### src/hw/rtl/imh_ram.sv
// generic single-port synchronous ram with a registered read
// no package dependencies
module imh_ram #(
  parameter int unsigned Width = 8,
  parameter int unsigned Depth = 16
) (
  input  logic                     clk_i,
  input  logic                     we_i,
  input  logic [$clog2(Depth)-1:0] addr_i,
  input  logic [Width-1:0]         wdata_i,
  output logic [Width-1:0]         rdata_o
);

  logic [Width-1:0] mem_q [Depth];

  // registered read, a write returns the old word
  always_ff @(posedge clk_i) begin
    if (we_i) begin
      mem_q[addr_i] <= wdata_i;
    end
    rdata_o <= mem_q[addr_i];
  end

endmodule
### config.mk
export PLATFORM = sky130hd
export DESIGN_NAME = imh_ram
export DESIGN_NICKNAME = d
export VERILOG_FILES = /design/src/hw/rtl/imh_ram.sv
export SDC_FILE = /design/constraint.sdc
export NUM_CORES = 1
export LEC_CHECK = 0
export BUFFER_PORTS_ARGS = -buffer_cell sky130_fd_sc_hd__buf_4
export CAP_MARGIN = 20
export CORE_MARGIN = 5
export CORE_UTILIZATION = 35
export CTS_CLUSTER_SIZE = 24
export DETAILED_ROUTE_END_ITERATION = 16
export SETUP_SLACK_MARGIN = 0.15
export SYNTH_ARGS = -nofsm -noshare
export SYNTH_HDL_FRONTEND = slang
export SYNTH_SLANG_ARGS = --single-unit
### constraint.sdc
create_clock -name clk_i -period 3.7 [get_ports clk_i]
set_input_delay 0.37 -clock clk_i [delete_from_list [all_inputs] [get_ports clk_i]]
set_output_delay 0.37 -clock clk_i [all_outputs]
set_load 0.05 [all_outputs]
## Word-level counts from Yosys, hierarchy flattened

Memories as Yosys holds them, arrays and structs flattened. A register that Yosys moved wholly into a read port is not among the register bits.
Cells that the tools add are included.

| cells by class | value |
|---|---|
| mux-type cells | 2 |

Operators with widths:

| operator | count |
|---|---|
| 2-to-1 mux 1 bit | 2 |

| word-level totals | value |
|---|---|
| word-level logic and storage cells | 3 |
| register bits after elaboration | 0 |
| bits in writable memories | 128 |
| memories | 1 |

Memories:

| name | words | bits a word | read ports | clocked after Yosys merged registers in | wr ports | RTL line | text |
|---|---|---|---|---|---|---|---|
| mem_q | 16 | 8 | 1 | 1 | 1 | 14 | `logic [Width-1:0] mem_q [Depth];` |

## Logic depth before layout (Yosys ltp)

Gate-level depths: netlist of the first run.

| logic depth | value |
|---|---|
| word-level depth | 2 |
| mapped depth | 5 |
| depth with buffers taken out | 3 |

## Least setup slack after synthesis of the first run

Ideal clock, no wire load.

| timing path | value |
|---|---|
| path kind | in2reg |
| start | in addr_i[2] |
| end | mem mem_q[0][0], enable pin |
| required time | 3.317 ns |
| setup time | 0.383 ns |
| arrival | 1.480 ns |
| path slack | 1.837 ns |
| stages on the path | 2 |
| buffers on the path | 0 |
| cells stage by stage | or3b_2 nor3_1 |

RTL lines:

| item | RTL line | text |
|---|---|---|
| from (decl) | 9 | `input logic [$clog2(Depth)-1:0] addr_i,` |
| to (decl) | 14 |  |

Straight into the memory's write port.

## Worst setup path in the final report of the first run

| timing path | value |
|---|---|
| start | in addr_i[0] |
| end | mem mem_q[3][2], enable pin |

Straight into the memory's write port.

==> run_results.csv, run 1 <==
group,metric,value,unit
status,outcome,"finished clean",
setup_path,startpoint_type,"input pin",
grt,grt_max_degree,40,
yosys,ys.flop_type,"edfxtp_1",
yosys,synth_top_area_share,0.759,
worst_hold_path,min_to,"mem_q[7][6]$_DFFE_PP_",
power,sw_frac_of_total,0.207,
clock_network,postCtsSetupBuffers,0,
power,combPwrFrac,0.058,
detailed_routing,ant_nets,0,
cells_and_area,fin_nets,277,
power,ir_drop,0.277,mV
power,cell_internal_pwr,2.77,mW
yosys,synth_edf_count,128,
setup_path,slowest_stage,"nor2_1",
timing,skew,0.00677,ns
timing,slew_headroom,0.391,
timing,fin_setup_tns,0,ns
detailed_routing,top_layer,"met4",
floorplan,die_w,130,um
yosys,netlist_top_cells_area,"edfxtp_1 76%, mux4_2 14%, dfxtp_1 3.2%",
floorplan,core,0.0144,mm^2
floorplan,initial_core_util,0.353,
setup_path,crit_arrival,1.86,ns
floorplan,die_area,0.0170,mm^2
setup_path,r2r-end,"rdata_o[4]$_DFF_P_",
placed_design,port-buffer-count,21,
yosys,syn-cell-area,0.00507,mm^2
yosys,synth_top_area_cell,"edfxtp_1",
grt,grt_pass1_vias,2481,
detailed_routing,wl_met2,4810,um
setup_path,timing.rr.start,"mem_q[0][4]$_DFFE_PP_",
setup_path,worstSetupEndpointType,"flip-flop",
detailed_routing,drtIter0Drc,123,
power,power.switching,721,uW
yosys,synth_common_cells,"128 x edfxtp_1, 32 x mux4_2, 16 x a22oi_1",
yosys,synth-seq-area-share,0.790,
timing,fin_crit,1.83,ns
grt,grt_overflow_total,0,
yosys,synth-async-reset-ratio,0,
clock_network,cts.sinks,136,
clock_network,tritoncts,"yes",
detailed_routing,route.detailed.drc,0,
timing,worst_pin_slew,0.911,ns
detailed_routing,met1_length,4610,um
setup_path,setup.worst_path.class,"in2reg",
power,power.density,583,mW/mm^2
setup_path,slowest_delay,0.66,ns
yosys,postSynthAreaPerCell,22.0,um^2
clock_network,cts_resized,0,
yosys,synth_cells,230,
detailed_routing,num_vias,2353,
setup_path,worstPathMaxFanout,39,
placed_design,dpl.hpwl,6400,um
clock_network,cts_max_level,4,
worst_hold_path,hold_path_depth,1,
clock_network,clockBufferDepth,2,
cells_and_area,antenna-diode-count,0,
detailed_routing,vias_per_cell,5.12,
power,seq_power_share,0.497,
clock_network,cts_root_buf,"clkbuf_16",
timing,hold_violations,0,
worst_hold_path,worstHoldPathType,"in2reg",
timing,setup_viol,0,
yosys,yosys_warnings,0,
grt,grt_use_total,0.127,
placed_design,place.gp.congestion,0.704,
detailed_routing,wl_per_cell,22.1,um
grt,grt_pass1_wl,15200,um
placed_design,place_area,0.00542,mm^2
yosys,syn_nets,244,
grt,antenna_found_initial,0,
timing,rsz0062_at_grt,"no",
floorplan,die_h,130,um
timing,slew_violations,0,
detailed_routing,routed_wl,10200,um
detailed_routing,wl_met3,602,um
clock_network,clk_pin_slew,0.06,ns
detailed_routing,first_pass_iters,4,
timing,period_share,0.494,
cells_and_area,drive_above_1_share,0.315,
clock_network,cts_buffers,17,
setup_path,r2r_cells,3,
clock_network,cts_hold_buffers,0,
cells_and_area,areaGrowthSynthToFinish,18.0,%
setup_path,required,3.73,ns
clock_network,worstSkewPairLatency,0.41,ns
timing,fmax,0.547,GHz
cells_and_area,fillers,1260,
cells_and_area,final_cell_area,0.00598,mm^2
setup_path,path_cells,"buf_4 > nand2_1 > nor2_1",
setup_path,regToRegSetupSlack,2.31,ns
floorplan,rows,44,
yosys,synth.most_common_cell,"edfxtp_1",
yosys,synth.distinct_cells,18,
worst_hold_path,hold_path_startpoint,"wdata_i[6]",
floorplan,ios,22,
yosys,synth-seq-cells,136,
power,power.leakage,1.92,nW
power,pwr-share-clk,0.445,
run,drv_cap,0,
power by group through the flow:
stage | clock network, mW | logic (mW) | registers [mW]
global placement | 0 | 0.202 | 1.76
CTS | 1.57 | 0.206 | 1.73
finish | 1.55 | 0.202 | 1.73
global route | 1.65 | 0.216 | 1.74
detailed placement | 0 | 0.205 | 1.77
floorplan | 0 | 0.0887 | 1.80
placed cells by master (no fill, tap or decap), types with 2 or more instances in the layout:
| master | n |
|---|---|
| clkinvlp_4 | 3 |
| clkbuf_8 | 3 |
| nand3b_1 | 2 |
| mux4_2 | 32 |
| dfxtp_1 | 8 |
| a22oi_1 | 16 |
| clkbuf_1 | 3 |
| nand2b_1 | 2 |
| clkbuf_16 | 17 |
| clkinv_2 | 5 |
| nor2b_1 | 2 |
| nor3_1 | 4 |
| edfxtp_1 | 128 |
| buf_4 | 24 |
| nand2_1 | 9 |
| nor2_1 | 13 |
sequential cells by signal (all words and copies together) (netlist names):
name / cells
rdata_o: 8
mem_q: 128
worst max-delay path: cells and delay by family:
family                 cells  cell delay, ns
buffers and inverters      1            0.53
and+or+nand+nor            2            0.91
metal layers:
metal	vias up	track usage
met2	71	0.189
met4	0	0.0471
met5	-	0
met1	1245	0.179
met3	13	0.0377
li1	1024	-
stage by stage:
step / worst slack [ns] / hold WS [ns] / cells / total power, mW / utilization
finish: 1.87 / 0.288 / 460 / 3.49 / 0.416
global placement: 1.44 / 0.684 / 426 / 1.97 / 0.377
CTS: 1.85 / 0.279 / 460 / 3.51 / 0.416
detailed placement: 1.41 / 0.687 / 428 / 1.97 / 0.377
global route: 1.67 / 0.292 / 460 / 3.61 / 0.416
floorplan: 1.84 / 0.469 / 230 / 1.89 / -
worst max-delay path by stage:
stage | from | to | slack (ns)
floorplan | addr_i[2] | mem_q[0][0]$_DFFE_PP_ | 1.84
finish | addr_i[0] | mem_q[3][2]$_DFFE_PP_ | 1.87
CTS | addr_i[0] | mem_q[3][4]$_DFFE_PP_ | 1.85
global route | addr_i[0] | mem_q[3][3]$_DFFE_PP_ | 1.67
detailed placement | addr_i[0] | mem_q[3][4]$_DFFE_PP_ | 1.41
global placement | addr_i[0] | mem_q[1][2]$_DFFE_PP_ | 1.44
kinds of logic after synthesis:
kind of cell,count (synthesis),share of synthesized area
AOI/OAI and AO/OA,16,0.0237
muxes,32,0.142
and+or+nand+nor,35,0.0321
buffers and inverters,11,0.0119
DFF,136,0.790
area by class of cell:
| cell class | count | area (um^2) | area share |
|---|---|---|---|
| timing repair buffer | 25 | 185 | 0.0310 |
| multi-input combinational | 83 | 1000 | 0.168 |
| tap | 184 | 230 | 0.0385 |
| sequential | 136 | 4000 | 0.670 |
| clock inverter | 9 | 77.6 | 0.0130 |
| clock buffer | 23 | 478 | 0.0799 |
Power figures use the tool's default switching activity.
==> inputs of run 2 (changes only) <==
==> constraint.sdc (replaced) <==
create_clock -name clk_i -period 1.7 [get_ports clk_i]
set_input_delay 0.17 -clock clk_i [delete_from_list [all_inputs] [get_ports clk_i]]
set_output_delay 0.17 -clock clk_i [all_outputs]
set_load 0.05 [all_outputs]
==> run_results.csv, run 2 (same netlist as run 1, synthesis figures left out) <==
group,metric,value,unit
floorplan,rows,44,
cells_and_area,fin_util,0.443,
detailed_routing,first_pass_iters,4,
detailed_routing,met1_length,4640,um
clock_network,clk_pin_slew,0.06,ns
grt,antenna_found_initial,0,
detailed_routing,num_vias,2484,
status,outcome,"finished clean",
timing,rsz0062_at_grt,"no",
cells_and_area,largestRegisters,"mem_q x128, rdata_o x8",
clock_network,cts_resized,0,
floorplan,core,0.0144,mm^2
cells_and_area,mostFrequentLayoutCells,"128 x edfxtp_1, 60 x buf_4, 32 x mux4_2, 17 x clkbuf_16, 16 x a22oi_1",
grt,grt_pass1_wl,15700,um
floorplan,initial_core_util,0.353,
timing,hold_violations,0,
grt,grt_pass1_vias,2639,
grt,grt_max_degree,17,
timing,fmax,0.745,GHz
detailed_routing,route.detailed.drc,0,
timing,period_share,0.789,
floorplan,die_w,130,um
setup_path,critical_path.startpoint,"mem_q[3][5]$_DFFE_PP_",
timing,fin_setup_tns,0,ns
setup_path,crit_arrival,1.64,ns
cells_and_area,drive_above_1_share,0.385,
clock_network,clockBufferDepth,2,
detailed_routing,routed_wl,10200,um
timing,fin_crit,1.34,ns
detailed_routing,wl_per_cell,20.5,um
run,drv_cap,0,
timing,hold_ws,0.0808,ns
setup_path,startpoint_type,"flip-flop",
clock_network,cts_root_buf,"clkbuf_16",
timing,skew,0.00655,ns
cells_and_area,fillers,1208,
worst_hold_path,hold_path_startpoint,"wdata_i[1]",
clock_network,tritoncts,"yes",
power,ir_drop,0.733,mV
power,power.density,1270,mW/mm^2
timing,worst_pin_slew,0.369,ns
setup_path,worstPathMaxFanout,1,
cells_and_area,areaGrowthSynthToFinish,25.8,%
cells_and_area,largest_reg_flops,128,
power,power,8.08,mW
cells_and_area,fin_nets,315,
clock_network,cts.sinks,136,
clock_network,cts_hold_buffers,0,
timing,slew_headroom,0.752,
clock_network,cts_max_level,4,
clock_network,cts_buffers,17,
cells_and_area,layout_commonest_cell,"edfxtp_1",
cells_and_area,register_area,0.00400,mm^2
timing,slew_violations,0,
detailed_routing,drtIter0Drc,221,
timing,setup_viol,0,
placed_design,place.gp.congestion,0.767,
cells_and_area,multi_input_area,0.00101,mm^2
detailed_routing,ant_nets,0,
floorplan,ios,22,
grt,grt_overflow_total,0,
detailed_routing,vias_per_cell,4.99,
floorplan,die_h,130,um
setup_path,timing.rr.start,"mem_q[3][5]$_DFFE_PP_",
cells_and_area,regMostFlops,"mem_q",
worst_hold_path,worstHoldPathType,"in2reg",
detailed_routing,top_layer,"met4",
grt,grt_use_total,0.132,
setup_path,worstSetupEndpointType,"flip-flop",
cells_and_area,antenna-diode-count,0,
setup_path,setup.worst_path.class,"reg2reg",
detailed_routing,wl_met3,525,um
placed_design,dpl.hpwl,7060,um
floorplan,die_area,0.0170,mm^2
placed_design,port-buffer-count,21,
setup_path,required,2.00,ns
clock_network,postCtsSetupBuffers,0,
power,power.leakage,2.16,nW
detailed_routing,wl_met2,4780,um
clock_network,worstSkewPairLatency,0.41,ns
[run 2: metal layers]
layer | vias to the layer above | track usage
li1 | 1104 | -
met1 | 1298 | 0.177
met2 | 67 | 0.194
met3 | 15 | 0.0479
met4 | 0 | 0.0575
met5 | - | 0
[run 2: through the flow]
step | setup slack [ns] | instance area, um^2 | std cells
after floorplan | 0.0919 | 5070 | 230
after global placement | 0.0192 | 5760 | 466
after detailed placement | 0.0320 | 5760 | 466
after CTS | 0.348 | 6370 | 498
after global routing | 0.313 | 6370 | 498
final | 0.358 | 6370 | 498
[run 2: worst max-delay path: stages (launching register included)]
cell	delay [ns]
edfxtp_1	0.36
mux4_2	0.47
a22oi_1	0.32
nand2_1	0.08
[run 2: layout make-up]
type                            count  share of cell area
Clock inverter                     12              0.0283
Tap cell                          184              0.0361
Timing Repair Buffer               63              0.0801
Clock buffer                       20              0.0685
Sequential cell                   136               0.628
Multi-Input combinational cell     83               0.159
[run 2: power breakdown]
group	leakage (nW)	total, mW	internal (mW)	switching (mW)
clock	0.293	3.82	2.57	1.26
combinational	0.646	0.477	0.196	0.281
sequential	1.22	3.78	3.75	0.0256
total	2.16	8.08	6.51	1.56
[run 2: worst paths after layout]
kind / depth (start not counted) / endpoint / slack (ns)
worst min register to register: 3 / rdata_o[1]$_DFF_P_ / 0.68
worst max-delay path: 3 / rdata_o[5]$_DFF_P_ / 0.36
worst max register to register: 3 / rdata_o[5]$_DFF_P_ / 0.36
worst min-delay path: 1 / mem_q[13][1]$_DFFE_PP_ / 0.08
